## src/llcd_pkg.sv

```systemverilog
package llcd_pkg;

  // Request operation codes.
  localparam logic [2:0] OP_SPAWN    = 3'd0;
  localparam logic [2:0] OP_RUN      = 3'd1;
  localparam logic [2:0] OP_SLEEP    = 3'd2;
  localparam logic [2:0] OP_SHUTDOWN = 3'd3;
  localparam logic [2:0] OP_SIZE     = 3'd4;

  // Result status codes.
  localparam logic [1:0] ST_OK    = 2'd0;
  localparam logic [1:0] ST_FAIL  = 2'd1;
  localparam logic [1:0] ST_EMPTY = 2'd2;

  // Result limit for one request and the width of its counter.
  localparam int MAX_RESULTS = 64;
  localparam int K_W         = 7;
  localparam int NC_W        = 4;

  // Core address selects for the per-core state port.
  localparam logic [1:0] SEL_CID  = 2'd0;
  localparam logic [1:0] SEL_SCAN = 2'd1;
  localparam logic [1:0] SEL_BEST = 2'd2;
  localparam logic [1:0] SEL_CUR  = 2'd3;

  // Result core field sources.
  localparam logic [1:0] CORE_NONE = 2'd0;
  localparam logic [1:0] CORE_CID  = 2'd1;
  localparam logic [1:0] CORE_BEST = 2'd2;
  localparam logic [1:0] CORE_CUR  = 2'd3;

  // Result task field sources.
  localparam logic [1:0] TASK_NONE  = 2'd0;
  localparam logic [1:0] TASK_TID   = 2'd1;
  localparam logic [1:0] TASK_RDATA = 2'd2;

  // Commands from the controller to the datapath.
  typedef struct packed {
    logic       latch_in;
    logic [1:0] caddr_sel;
    logic       rd_en;
    logic       rd_rear;
    logic       scan_start;
    logic       scan_step;
    logic       pop_front;
    logic       pop_rear;
    logic       push;
    logic       push_rdata;
    logic       tot_inc;
    logic       tot_dec;
    logic       cur_start;
    logic       cur_inc;
    logic       k_inc;
    logic       rem_cap;
    logic       emit;
    logic [1:0] em_st;
    logic [1:0] em_core;
    logic [1:0] em_task;
    logic       em_cnt;
    logic       em_last;
  } dp_cmd_t;

  // Status from the datapath to the controller.
  typedef struct packed {
    logic [2:0] op;
    logic       tid_zero;
    logic       nc_zero;
    logic       nc_lt2;
    logic       cid_bad;
    logic       cnt_zero;
    logic       scan_done;
    logic       best_full;
    logic       rem_zero;
    logic       out_free;
    logic       total_zero;
    logic       total_one;
    logic       k_last;
    logic       k_full;
  } dp_stat_t;

endpackage

```

## src/least_loaded_core_task_dispatcher.sv

```systemverilog
// Channel    Direction  Handshake           Payload
// request    in         in_valid/in_stall   op, task_id, core_id
// result     out        out_valid/out_stall status, core_num, task_num, task_count, last
// config     in         cfg_write           cfg_data (num_cores)
//
// Size query and bad requests answer from the decode state; run reads the task, then answers.
// Spawn answers after the one-core-per-cycle load search.
// Sleep runs one load search per moved task.
// Shutdown deletes each task in turn and passes over empty cores.
// Reset (rst, synchronous) clears all queues and num_cores; no clearing pass.
// A stalled result holds the block at its next result until the stalled one is taken.
module least_loaded_core_task_dispatcher #(
  parameter int CORES = 8,
  parameter int DEPTH = 8
) (
  input  logic        clk,
  input  logic        rst,
  input  logic        in_valid,
  output logic        in_stall,
  input  logic [2:0]  op,
  input  logic [15:0] task_id,
  input  logic [3:0]  core_id,
  output logic        out_valid,
  input  logic        out_stall,
  output logic [1:0]  status,
  output logic [2:0]  core_num,
  output logic [15:0] task_num,
  output logic [3:0]  task_count,
  output logic        last,
  input  logic        cfg_write,
  input  logic [3:0]  cfg_data
);

  llcd_pkg::dp_cmd_t  cmd;
  llcd_pkg::dp_stat_t stat;

  // Sequencer for each request.
  llcd_ctrl u_ctrl (
    .clk      (clk),
    .rst      (rst),
    .in_valid (in_valid),
    .in_stall (in_stall),
    .stat     (stat),
    .cmd      (cmd)
  );

  // Queues, task store, load search and result register.
  llcd_datapath #(
    .CORES (CORES),
    .DEPTH (DEPTH)
  ) u_dp (
    .clk        (clk),
    .rst        (rst),
    .cmd        (cmd),
    .stat       (stat),
    .op         (op),
    .task_id    (task_id),
    .core_id    (core_id),
    .cfg_write  (cfg_write),
    .cfg_data   (cfg_data),
    .out_valid  (out_valid),
    .out_stall  (out_stall),
    .status     (status),
    .core_num   (core_num),
    .task_num   (task_num),
    .task_count (task_count),
    .last       (last)
  );

endmodule

```

## src/llcd_ctrl.sv

```systemverilog
module llcd_ctrl (
  input  logic               clk,
  input  logic               rst,
  input  logic               in_valid,
  output logic               in_stall,
  input  llcd_pkg::dp_stat_t stat,
  output llcd_pkg::dp_cmd_t  cmd
);

  localparam logic [3:0] S_IDLE = 4'd0;
  localparam logic [3:0] S_DEC  = 4'd1;
  localparam logic [3:0] S_SCAN = 4'd2;
  localparam logic [3:0] S_SCD  = 4'd3;
  localparam logic [3:0] S_MV   = 4'd4;
  localparam logic [3:0] S_PUSH = 4'd5;
  localparam logic [3:0] S_RUN  = 4'd6;
  localparam logic [3:0] S_SDC  = 4'd7;
  localparam logic [3:0] S_SDP  = 4'd8;

  logic [3:0] state;
  logic [3:0] state_next;
  logic       mv_last;
  logic       sd_last;

  assign in_stall = (state != S_IDLE);
  assign mv_last  = stat.rem_zero || stat.k_last;
  assign sd_last  = stat.total_one || stat.k_last;

  // State register.
  always_ff @(posedge clk) begin
    if (rst) begin
      state <= S_IDLE;
    end else begin
      state <= state_next;
    end
  end

  // Next state and datapath commands.
  always_comb begin
    cmd        = '0;
    state_next = state;
    case (state)
      S_IDLE: begin
        if (in_valid) begin
          cmd.latch_in = 1'b1;
          state_next   = S_DEC;
        end
      end

      S_DEC: begin
        cmd.caddr_sel = llcd_pkg::SEL_CID;
        cmd.em_last   = 1'b1;
        if (stat.out_free) begin
          case (stat.op)
            llcd_pkg::OP_SPAWN: begin
              if (stat.tid_zero || stat.nc_zero) begin
                cmd.emit   = 1'b1;
                cmd.em_st  = llcd_pkg::ST_FAIL;
                state_next = S_IDLE;
              end else begin
                cmd.scan_start = 1'b1;
                state_next     = S_SCAN;
              end
            end
            llcd_pkg::OP_RUN: begin
              if (stat.cid_bad) begin
                cmd.emit   = 1'b1;
                cmd.em_st  = llcd_pkg::ST_FAIL;
                state_next = S_IDLE;
              end else if (stat.cnt_zero) begin
                cmd.emit    = 1'b1;
                cmd.em_st   = llcd_pkg::ST_EMPTY;
                cmd.em_core = llcd_pkg::CORE_CID;
                state_next  = S_IDLE;
              end else begin
                cmd.rd_en  = 1'b1;
                state_next = S_RUN;
              end
            end
            llcd_pkg::OP_SLEEP: begin
              if (stat.cid_bad) begin
                cmd.emit   = 1'b1;
                cmd.em_st  = llcd_pkg::ST_FAIL;
                state_next = S_IDLE;
              end else if (stat.cnt_zero) begin
                cmd.emit    = 1'b1;
                cmd.em_st   = llcd_pkg::ST_EMPTY;
                cmd.em_core = llcd_pkg::CORE_CID;
                state_next  = S_IDLE;
              end else if (stat.nc_lt2) begin
                cmd.emit    = 1'b1;
                cmd.em_st   = llcd_pkg::ST_FAIL;
                cmd.em_core = llcd_pkg::CORE_CID;
                state_next  = S_IDLE;
              end else begin
                cmd.scan_start = 1'b1;
                state_next     = S_SCAN;
              end
            end
            llcd_pkg::OP_SHUTDOWN: begin
              if (stat.total_zero) begin
                cmd.emit   = 1'b1;
                cmd.em_st  = llcd_pkg::ST_EMPTY;
                state_next = S_IDLE;
              end else begin
                cmd.cur_start = 1'b1;
                state_next    = S_SDC;
              end
            end
            llcd_pkg::OP_SIZE: begin
              cmd.emit   = 1'b1;
              state_next = S_IDLE;
              if (stat.cid_bad) begin
                cmd.em_st = llcd_pkg::ST_FAIL;
              end else begin
                cmd.em_st   = llcd_pkg::ST_OK;
                cmd.em_core = llcd_pkg::CORE_CID;
                cmd.em_cnt  = 1'b1;
              end
            end
            default: begin
              cmd.emit   = 1'b1;
              cmd.em_st  = llcd_pkg::ST_FAIL;
              state_next = S_IDLE;
            end
          endcase
        end
      end

      // One core per cycle through the least-loaded search.
      S_SCAN: begin
        cmd.caddr_sel = llcd_pkg::SEL_SCAN;
        cmd.scan_step = 1'b1;
        if (stat.scan_done) begin
          state_next = S_SCD;
        end
      end

      S_SCD: begin
        if (stat.op == llcd_pkg::OP_SPAWN) begin
          cmd.caddr_sel = llcd_pkg::SEL_BEST;
          cmd.em_core   = llcd_pkg::CORE_BEST;
          cmd.em_task   = llcd_pkg::TASK_TID;
          cmd.em_last   = 1'b1;
          if (stat.out_free) begin
            cmd.emit   = 1'b1;
            state_next = S_IDLE;
            if (stat.best_full) begin
              cmd.em_st = llcd_pkg::ST_FAIL;
            end else begin
              cmd.em_st   = llcd_pkg::ST_OK;
              cmd.push    = 1'b1;
              cmd.tot_inc = 1'b1;
            end
          end
        end else begin
          // Fetch the rear task of the sleeping core.
          cmd.caddr_sel = llcd_pkg::SEL_CID;
          cmd.rd_en     = 1'b1;
          cmd.rd_rear   = 1'b1;
          state_next    = S_MV;
        end
      end

      S_MV: begin
        cmd.caddr_sel = llcd_pkg::SEL_CID;
        if (stat.best_full) begin
          cmd.em_st   = llcd_pkg::ST_FAIL;
          cmd.em_core = llcd_pkg::CORE_BEST;
          cmd.em_task = llcd_pkg::TASK_RDATA;
          cmd.em_last = 1'b1;
          if (stat.out_free) begin
            cmd.emit   = 1'b1;
            state_next = S_IDLE;
          end
        end else begin
          cmd.pop_rear = 1'b1;
          cmd.rem_cap  = 1'b1;
          state_next   = S_PUSH;
        end
      end

      S_PUSH: begin
        cmd.caddr_sel  = llcd_pkg::SEL_BEST;
        cmd.em_st      = llcd_pkg::ST_OK;
        cmd.em_core    = llcd_pkg::CORE_BEST;
        cmd.em_task    = llcd_pkg::TASK_RDATA;
        cmd.em_last    = mv_last;
        if (stat.out_free) begin
          cmd.push       = 1'b1;
          cmd.push_rdata = 1'b1;
          cmd.emit       = 1'b1;
          cmd.k_inc      = 1'b1;
          if (mv_last) begin
            state_next = S_IDLE;
          end else begin
            cmd.scan_start = 1'b1;
            state_next     = S_SCAN;
          end
        end
      end

      S_RUN: begin
        cmd.caddr_sel = llcd_pkg::SEL_CID;
        cmd.em_st     = llcd_pkg::ST_OK;
        cmd.em_core   = llcd_pkg::CORE_CID;
        cmd.em_task   = llcd_pkg::TASK_RDATA;
        cmd.em_last   = 1'b1;
        if (stat.out_free) begin
          cmd.pop_front = 1'b1;
          cmd.tot_dec   = 1'b1;
          cmd.emit      = 1'b1;
          state_next    = S_IDLE;
        end
      end

      // Shutdown: find the next core holding tasks.
      S_SDC: begin
        cmd.caddr_sel = llcd_pkg::SEL_CUR;
        if (stat.cnt_zero) begin
          cmd.cur_inc = 1'b1;
        end else begin
          cmd.rd_en   = 1'b1;
          cmd.rd_rear = 1'b1;
          state_next  = S_SDP;
        end
      end

      // Shutdown: delete the rear task, reported until the limit is reached.
      S_SDP: begin
        cmd.caddr_sel = llcd_pkg::SEL_CUR;
        cmd.em_st     = llcd_pkg::ST_OK;
        cmd.em_core   = llcd_pkg::CORE_CUR;
        cmd.em_task   = llcd_pkg::TASK_RDATA;
        cmd.em_last   = sd_last;
        if (stat.k_full || stat.out_free) begin
          cmd.pop_rear = 1'b1;
          cmd.tot_dec  = 1'b1;
          cmd.emit     = !stat.k_full;
          cmd.k_inc    = !stat.k_full;
          state_next   = stat.total_one ? S_IDLE : S_SDC;
        end
      end

      default: begin
        state_next = S_IDLE;
      end
    endcase
  end

endmodule

```

## src/llcd_datapath.sv

```systemverilog
module llcd_datapath #(
  parameter int CORES = 8,
  parameter int DEPTH = 8
) (
  input  logic               clk,
  input  logic               rst,
  input  llcd_pkg::dp_cmd_t  cmd,
  output llcd_pkg::dp_stat_t stat,
  input  logic [2:0]         op,
  input  logic [15:0]        task_id,
  input  logic [3:0]         core_id,
  input  logic               cfg_write,
  input  logic [3:0]         cfg_data,
  output logic               out_valid,
  input  logic               out_stall,
  output logic [1:0]         status,
  output logic [2:0]         core_num,
  output logic [15:0]        task_num,
  output logic [3:0]         task_count,
  output logic               last
);

  localparam int XW    = $clog2(CORES);
  localparam int PW    = (DEPTH > 1) ? $clog2(DEPTH) : 1;
  localparam int CW    = $clog2(DEPTH + 1);
  localparam int SLOTS = CORES * DEPTH;
  localparam int AW    = (SLOTS > 1) ? $clog2(SLOTS) : 1;
  localparam int TW    = $clog2(SLOTS + 1);

  logic [llcd_pkg::NC_W-1:0] nc;
  logic [2:0]                op_r;
  logic [15:0]               tid_r;
  logic [3:0]                cid_r;
  logic [XW-1:0]             cur;
  logic [XW-1:0]             best;
  logic [CW-1:0]             bestcnt;
  logic                      best_v;
  logic [XW-1:0]             scan_i;
  logic [llcd_pkg::K_W-1:0]  k;
  logic                      rem_zero;
  logic [TW-1:0]             total;
  logic [PW-1:0]             head [CORES];
  logic [PW-1:0]             tail [CORES];
  logic [CW-1:0]             cnt  [CORES];
  logic [15:0]               store [SLOTS];
  logic [15:0]               rdata;

  logic [XW-1:0] craw;
  logic [XW-1:0] caddr;
  logic [CW-1:0] c_cnt;
  logic [PW-1:0] c_head;
  logic [PW-1:0] c_tail;
  logic [PW-1:0] head_inc;
  logic [PW-1:0] tail_inc;
  logic [PW-1:0] tail_dec;
  logic [AW-1:0] rd_addr;
  logic [AW-1:0] wr_addr;
  logic [15:0]   push_data;
  logic          skip_hit;
  logic          out_free;

  // Per-core state port address, held in range for any core count.
  always_comb begin
    case (cmd.caddr_sel)
      llcd_pkg::SEL_CID:  craw = XW'(cid_r);
      llcd_pkg::SEL_SCAN: craw = scan_i;
      llcd_pkg::SEL_BEST: craw = best;
      llcd_pkg::SEL_CUR:  craw = cur;
      default:            craw = '0;
    endcase
    caddr = (32'(craw) < CORES) ? craw : '0;
  end

  assign c_cnt  = cnt[caddr];
  assign c_head = head[caddr];
  assign c_tail = tail[caddr];

  // Circular pointer steps.
  assign head_inc = (32'(c_head) == DEPTH - 1) ? '0 : PW'(32'(c_head) + 1);
  assign tail_inc = (32'(c_tail) == DEPTH - 1) ? '0 : PW'(32'(c_tail) + 1);
  assign tail_dec = (c_tail == '0) ? PW'(DEPTH - 1) : PW'(32'(c_tail) - 1);

  // Slot addresses: core row times depth plus the slot within the row.
  assign rd_addr   = AW'(32'(caddr) * DEPTH + 32'(cmd.rd_rear ? tail_dec : c_head));
  assign wr_addr   = AW'(32'(caddr) * DEPTH + 32'(c_tail));
  assign push_data = cmd.push_rdata ? rdata : tid_r;

  // Task store with registered read.
  always_ff @(posedge clk) begin
    if (cmd.push) begin
      store[wr_addr] <= push_data;
    end
    if (cmd.rd_en) begin
      rdata <= store[rd_addr];
    end
  end

  // Request latch and scratch registers.
  always_ff @(posedge clk) begin
    if (cmd.latch_in) begin
      op_r  <= op;
      tid_r <= task_id;
      cid_r <= core_id;
    end
    if (cmd.rem_cap) begin
      rem_zero <= (32'(c_cnt) == 1);
    end
  end

  assign skip_hit = (op_r == llcd_pkg::OP_SLEEP) && (32'(scan_i) == 32'(cid_r));

  // Control state: configuration, counters, search and per-core queues.
  always_ff @(posedge clk) begin
    if (rst) begin
      nc     <= '0;
      cur    <= '0;
      best   <= '0;
      bestcnt <= '0;
      best_v <= 1'b0;
      scan_i <= '0;
      k      <= '0;
      total  <= '0;
      for (int j = 0; j < CORES; j++) begin
        head[j] <= '0;
        tail[j] <= '0;
        cnt[j]  <= '0;
      end
    end else begin
      if (cfg_write && (nc == '0)) begin
        nc <= (32'(cfg_data) > CORES) ? llcd_pkg::NC_W'(CORES) : cfg_data;
      end
      if (cmd.latch_in) begin
        k <= '0;
      end else if (cmd.k_inc) begin
        k <= k + 1'b1;
      end
      if (cmd.cur_start) begin
        cur <= '0;
      end else if (cmd.cur_inc) begin
        cur <= cur + 1'b1;
      end
      if (cmd.tot_inc) begin
        total <= total + 1'b1;
      end else if (cmd.tot_dec) begin
        total <= total - 1'b1;
      end
      // Least-loaded search, lowest index kept on ties.
      if (cmd.scan_start) begin
        scan_i <= '0;
        best_v <= 1'b0;
      end else if (cmd.scan_step) begin
        if (!skip_hit && (!best_v || (c_cnt < bestcnt))) begin
          best    <= scan_i;
          bestcnt <= c_cnt;
          best_v  <= 1'b1;
        end
        scan_i <= scan_i + 1'b1;
      end
      if (cmd.pop_front) begin
        head[caddr] <= head_inc;
        cnt[caddr]  <= c_cnt - 1'b1;
      end
      if (cmd.pop_rear) begin
        tail[caddr] <= tail_dec;
        cnt[caddr]  <= c_cnt - 1'b1;
      end
      if (cmd.push) begin
        tail[caddr] <= tail_inc;
        cnt[caddr]  <= c_cnt + 1'b1;
      end
    end
  end

  // Output register.
  assign out_free = !out_valid || !out_stall;

  always_ff @(posedge clk) begin
    if (rst) begin
      out_valid <= 1'b0;
    end else if (cmd.emit) begin
      out_valid <= 1'b1;
    end else if (!out_stall) begin
      out_valid <= 1'b0;
    end
  end

  always_ff @(posedge clk) begin
    if (cmd.emit) begin
      status     <= cmd.em_st;
      task_count <= cmd.em_cnt ? 4'(c_cnt) : 4'd0;
      last       <= cmd.em_last;
      case (cmd.em_core)
        llcd_pkg::CORE_CID:  core_num <= 3'(cid_r);
        llcd_pkg::CORE_BEST: core_num <= 3'(best);
        llcd_pkg::CORE_CUR:  core_num <= 3'(cur);
        default:             core_num <= 3'd0;
      endcase
      case (cmd.em_task)
        llcd_pkg::TASK_TID:   task_num <= tid_r;
        llcd_pkg::TASK_RDATA: task_num <= rdata;
        default:              task_num <= 16'd0;
      endcase
    end
  end

  // Status toward the controller.
  always_comb begin
    stat.op         = op_r;
    stat.tid_zero   = (tid_r == 16'd0);
    stat.nc_zero    = (nc == '0);
    stat.nc_lt2     = (32'(nc) < 2);
    stat.cid_bad    = (cid_r >= nc);
    stat.cnt_zero   = (c_cnt == '0);
    stat.scan_done  = (32'(scan_i) + 1 == 32'(nc));
    stat.best_full  = (32'(bestcnt) >= DEPTH);
    stat.rem_zero   = rem_zero;
    stat.out_free   = out_free;
    stat.total_zero = (total == '0);
    stat.total_one  = (32'(total) == 1);
    stat.k_last     = (32'(k) == llcd_pkg::MAX_RESULTS - 1);
    stat.k_full     = (32'(k) == llcd_pkg::MAX_RESULTS);
  end

endmodule

```

## config.mk

```make
export PLATFORM = sky130hd
export DESIGN_NAME = least_loaded_core_task_dispatcher
export DESIGN_NICKNAME = d
export VERILOG_FILES = /design/src/llcd_pkg.sv /design/src/least_loaded_core_task_dispatcher.sv /design/src/llcd_ctrl.sv /design/src/llcd_datapath.sv
export SDC_FILE = /design/constraint.sdc
export NUM_CORES = 2
export LEC_CHECK = 0
export BUFFER_PORTS_ARGS = -buffer_cell sky130_fd_sc_hd__buf_2
export CAP_MARGIN = 20
export CORE_ASPECT_RATIO = 0.8
export CORE_MARGIN = 2
export CORE_UTILIZATION = 40
export CTS_CLUSTER_SIZE = 12
export DETAILED_ROUTE_END_ITERATION = 10
export SYNTH_ARGS = -nofsm -noshare
export SYNTH_HDL_FRONTEND = slang
export SYNTH_SLANG_ARGS = --single-unit
```

## constraint.sdc

```tcl
create_clock -name clk -period 6 [get_ports clk]
set_input_delay 0.6 -clock clk [delete_from_list [all_inputs] [get_ports clk]]
set_output_delay 0.6 -clock clk [all_outputs]
set_load 0.01 [all_outputs]
```

# Word level (Yosys, flattened, before mapping)
# Memories as Yosys holds them, arrays and structs flattened. A register that Yosys moved wholly into a read port is not among the register bits.
# Cells that the tools add are included.
[op_classes]
n_mux = 127
n_lt_le_gt_ge = 5
n_reduce_logical = 36
bitwise_logic = 4
n_eq_ne = 35
n_addsub = 13
[op_table]
columns = ["op", "count"]
rows = [
  ["two-way mux 3 bit", 19],
  ["two-way mux 1 bit", 56],
  ["two-way mux 4 bit", 14],
  ["one-hot mux 4 bit (9 select lines)", 1],
  ["equality test 32 x 4 -> 1 bit", 1],
  ["one-hot mux 16 bit (2 select lines)", 1],
  ["one-hot mux 5 bit (6 select lines)", 1],
  ["two-way mux 7 bit", 4],
  ["two-way mux 2 bit", 10],
  ["two-way mux 5 bit", 4],
  ["equality test 4 x 3 -> 1 bit (second input constant)", 4],
  ["zero test 16 bit", 1],
  ["two-way mux 16 bit", 1],
  ["one-hot mux 4 bit (4 select lines)", 1],
  ["one-hot mux 3 bit (5 select lines)", 1],
  ["adder 7 x 1 -> 7 bit (second input constant)", 2],
  ["one-hot mux 1 bit (2 select lines)", 7],
  ["adder 3 x 1 -> 3 bit (second input constant)", 4],
  ["zero test 4 bit", 3],
  ["one-hot mux 2 bit (3 select lines)", 2],
  ["one-hot mux 3 bit (4 select lines)", 1],
  ["equality test 2 bit (second input constant)", 5],
  ["OR reduction 2 bit", 5],
  ["equality test 3 bit (second input constant)", 3],
  ["43 further kinds", 69],
]
[word_totals]
regBits = 87
memories = 4
word_cells = 243
inputBits = 32
output_inout_bits = 28
mem_bits_rw = 1104
[memory_table]
columns = ["name", "words", "word_bits", "read_ports", "rd_clocked_by_memory_dff", "write_ports", "line", "rtl"]
rows = [
  ["u_dp.store", 64, 16, 1, 1, 1, "llcd_datapath.sv:45", "logic [15:0] store [SLOTS];"],
  ["u_dp.cnt", 8, 4, 1, 0, 8, "llcd_datapath.sv:44", "logic [CW-1:0] cnt [CORES];"],
  ["u_dp.head", 8, 3, 1, 0, 8, "llcd_datapath.sv:42", "logic [PW-1:0] head [CORES];"],
  ["u_dp.tail", 8, 3, 1, 0, 8, "llcd_datapath.sv:43", "logic [PW-1:0] tail [CORES];"],
]

# Depth between registers and ports, before layout
# An unclocked memory read counts as a cell.
[depth]
word_depth = 14
depth_mapped = 26
ltp_nobuf = 18

# Cells and area by module
# A second synthesis with hierarchy kept.
[unflattened]
hier_cells = 3235
hier_area_um2 = 49009.5
[modules_own_cells]
columns = ["mod", "cells_per_inst", "instances", "area_each_um2", "seq_area_each_um2"]
rows = [
  ["llcd_datapath", 3076, 1, 48031.1, 35794.3],
  ["llcd_ctrl", 159, 1, 978.4, 80.1],
]

# Least setup slack after synthesis
# No wires, ideal clock.
[synth_timing]
path_type = "flip-flop to flip-flop"
startpoint = "reg u_ctrl.state[1]"
endpoint = "reg u_dp.core_num[0] (enable)"
required_ns = 5.574
stages_incl_launch_ff = 18
period_less_slack_ns = 5.687
arrival_ns = 5.261
path_slack_ns = 0.313
setup_ns = 0.426
path_cell_list = "dfxtp_1 > buf_6 > or4b_4 > buf_6 > o211a_2 > o32ai_1 > nand2_1 > buf_2 > and2_1 > clkbuf_1 > a221o_1 > inv_1 > ha_1 > nand3_1 > and3_1 > o21ai_0 > nand2_1 > a41oi_1"
[synth_lines]
columns = ["element", "line", "rtl"]
rows = [
  ["from (decl)", "llcd_ctrl.sv:20", "logic [3:0] state;"],
  ["from (signal assigned)", "llcd_ctrl.sv:34", "state <= state_next;"],
  ["to (signal assigned)", "llcd_datapath.sv:193", "llcd_pkg::CORE_CID: core_num <= 3'(cid_r);"],
  ["to (signal assigned)", "llcd_datapath.sv:194", "llcd_pkg::CORE_BEST: core_num <= 3'(best);"],
  ["to (signal assigned)", "llcd_datapath.sv:195", "llcd_pkg::CORE_CUR: core_num <= 3'(cur);"],
  ["to (decl)", "llcd_datapath.sv:17", "output logic [2:0] core_num,"],
]

# Final worst setup path
[layout_timing]
startpoint = "reg u_dp.op_r[1]"
endpoint = "reg u_dp.rdata[2], read port of u_dp.store (data pin)"
[layout_between]
elab_chain_len = 12
[layout_rtl]
columns = ["element", "line", "rtl"]
rows = [
  ["from (decl)", "llcd_datapath.sv:31", "logic [2:0] op_r;"],
  ["from (signal assigned)", "llcd_datapath.sv:101", "op_r <= op;"],
  ["parallel branches: the longest is 12 deep, another holds adder 6 bit", "n/a", ""],
  ["to (decl)", "llcd_datapath.sv:46", "logic [15:0] rdata;"],
]
# Parallel ways; which one is timed is not known.
# A chain may end at the register's enable or synchronous reset.

==> results.yml <==
status:
  status: "finished, final reports clean"
setup_path:
  critPathLaunchType: "flip-flop"
  critical-path-slowest-cell: "or4_1"
  worstSetupPathType: "reg -> reg"
  worst_path_dominant_cell_family: "buffers and inverters"
  crit_fanout: 19
  r2r_slack_ns: 0.13
  required_ns: 6.47
  worst_setup_path_end_kind: "flip-flop"
  cpPeakStageDelay_ns: 0.51
  cp.arrival_ns: 6.34
  cp_common_cell: "buf_4"
  crit_buf_inv: 10
synth:
  syn_area_mm2: 0.05000
  ys_top_cells_by_area: "edfxtp_1, mux2i_1, nand2_1"
  yosysWarnings: 0
  yosys-top-cells-count: "edfxtp_1, nand2_1, mux2i_1"
  ys_seq_elements: 1207
  synth.top_cell.area_share_pct: 70.26
  ys_types: 99
  yosysSeqAreaShare_pct: 71.74
  synth.avg_cell_area_um2: 14.26
  synth-edff-count: 1170
  synthArstFlopShare_pct: 0
  syn_nets: 3563
  syn_inst: 3506
  ys.flop_type: "edfxtp_1"
  synth.most_common_cell: "edfxtp_1"
  synth_top_area_cell: "edfxtp_1"
timing:
  finalCriticalPeriod_ns: 5.867
  tightest_slew_ns: 1.196
  hold_viol: 0
  rsz0062_at_grt: "yes"
  fin_ws_ns: 0.1326
  setup_violations: 0
  fin_crit_sh_pct: 97.79
  clock.fmax_mhz: 170.4
  max_slew_margin_pct: 20.27
  fin_skew_ns: 0.06100
  drv_slew: 0
clock_tree:
  cts_max_level: 3
  clock_latency_ns: 0.75
  clkSlewWorstSetupHoldPaths_ns: 0.06
  cts_max_path_buffers: 3
  cts_tree: "built"
  cts_root_buf: "clkbuf_16"
  cts.sinks: 1207
  cts_buffers: 117
placed_design:
  dp.final_hpwl_mm: 106.5
  gp_congestion: 0.9732
  port_buffers: 59
  place_ws_ns: -0.07503
  placed_area_mm2: 0.05391
die:
  rows: 115
  start_util_pct: 40.50
  core_mm2: 0.1235
  die_h_um: 320.2
  die-area_mm2: 0.1279
  die_x_um: 399.3
  io_pins: 60
pwr:
  peakVddDrop_mv: 0.3765
  powerDensity_mw_per_mm2: 584.1
  p_leak_nw: 20.30
detailed_routing:
  dr.first_iter.drc_count: 5153
  num_vias: 32680
  avgViaCountPerCell: 5.929
  antenna_left: 0
  drc: 0
  routed_wl_mm: 162.7
  drt_first_pass_iters: 8
  wire_per_inst_um: 29.52
grt:
  grt_pass1_vias: 29950
  grt_max_degree: 73
  grt_pass1_wl_mm: 227.7
  overflow: 0
  antenna_found_initial: 7
  gr-usage-all-layers_pct: 24.84
cells_and_area:
  final_area_mm2: 0.05783
  nets: 3862
  area_growth_pct: 15.65
  fill_cells: 10720
  drive_gt1_share_pct: 16.33
worst_hold_path:
  hp-class: "in -> reg"
flow_run:
  max_cap_violations: 0
through the flow:
stage,instances,utilization [%],total power [mW],TNS [ns],hold slack [ns]
CTS,5484,46.46,32.81,0,0.004090
global placement,5297,43.66,25.86,-0.5874,0.4358
detailed placement,5298,43.67,25.94,-0.2654,0.4485
global route,5509,46.84,34.79,-0.1171,0.008600
finish,5512,46.84,33.78,0,0.03509
floorplan,3506,-,19.16,0,0.4259
logic make-up after synthesis:
| kind of cell | Yosys count | share of synthesized area, % |
|---|---|---|
| buffers and inverters | 237 | 2.455 |
| xor gates and xnor gates | 27 | 0.4729 |
| AOI/OAI and AO/OA | 427 | 6.804 |
| muxes | 322 | 6.551 |
| DFF | 1207 | 71.74 |
| adders and majority gates | 25 | 0.6256 |
| and+or+nand+nor | 1261 | 11.35 |
flip-flops by register name, indices dropped and copies added (netlist names):
signal and flops:
u_ctrl.state 4, u_dp.best 3, u_dp.best_v 1, u_dp.bestcnt 4, u_dp.cid_r 4, u_dp.cnt 32
u_dp.core_num 3, u_dp.cur 3, u_dp.head 24, u_dp.k 7, u_dp.last 1, u_dp.nc 4
u_dp.op_r 3, u_dp.out_valid 1, u_dp.rdata 16, u_dp.rem_zero 1, u_dp.scan_i 3, u_dp.status 2
u_dp.store 1024, u_dp.tail 24, u_dp.task_count 4, u_dp.task_num 16, u_dp.tid_r 16, u_dp.total 7
cell type report:
class	count	area, µm²	share of cell area (%)
diodes	3	7.507	0.01298
clock buffers	162	3149	5.446
clock inverters	23	222.7	0.3851
inverters	39	148.9	0.2575
multi-input cells	2062	13210	22.85
flip-flops and latches	1207	35880	62.04
well taps	1638	2049	3.544
repair buffers	378	3162	5.467
cell usage in the layout (no fill, tap or decap), types with 26 or more instances in the layout:
master and instances:
a21oi_1 60, a221o_1 56, a221oi_1 38, and3_1 45, buf_2 59, buf_4 281, clkbuf_1 42, clkbuf_16 123
dfxtp_1 36, edfxtp_1 1170, inv_1 37, mux2_2 35, mux2i_1 278, nand2_1 554, nand3_1 238, nand3b_1 28
nand4_1 30, nor2_1 229, o21ai_0 28, o22ai_1 26
report_power, final:
group          switching [mW]  internal [mW]
logic                    11.1           5.40
registers               0.182           10.3
clock network            3.11           3.71
final timing paths:
path / startpoint / endpoint / depth (start not counted)
hold / removal: task_id[6] / u_dp.tid_r[6] / 1
setup reg to reg: u_dp.op_r[1] / u_dp.rdata[2] / 26
hold reg to reg: u_dp.best_v / u_dp.best_v / 2
setup / recovery: u_dp.op_r[1] / u_dp.rdata[2] / 26
timing repair:
action                                  4_1_cts  5_1_grt
endpoints found under the setup margin        4       16
pin swaps                                     1        3
hold buffers                                  0        0
gates cloned                                  1        4
setup buffers                                 0       19
resized for setup                             7       32
hold endpoints to repair                      0        0
per-layer routing:
layer,vias to the layer above,GRT usage [%],share of wire (%)
met5,-,0,0.0074
met4,2,7.828,3.4
met3,255,7.514,13
met2,1980,34.34,42
met1,16470,37.12,42
li1,13980,-,-
No activity file was read; power rests on OpenSTA's default activity.
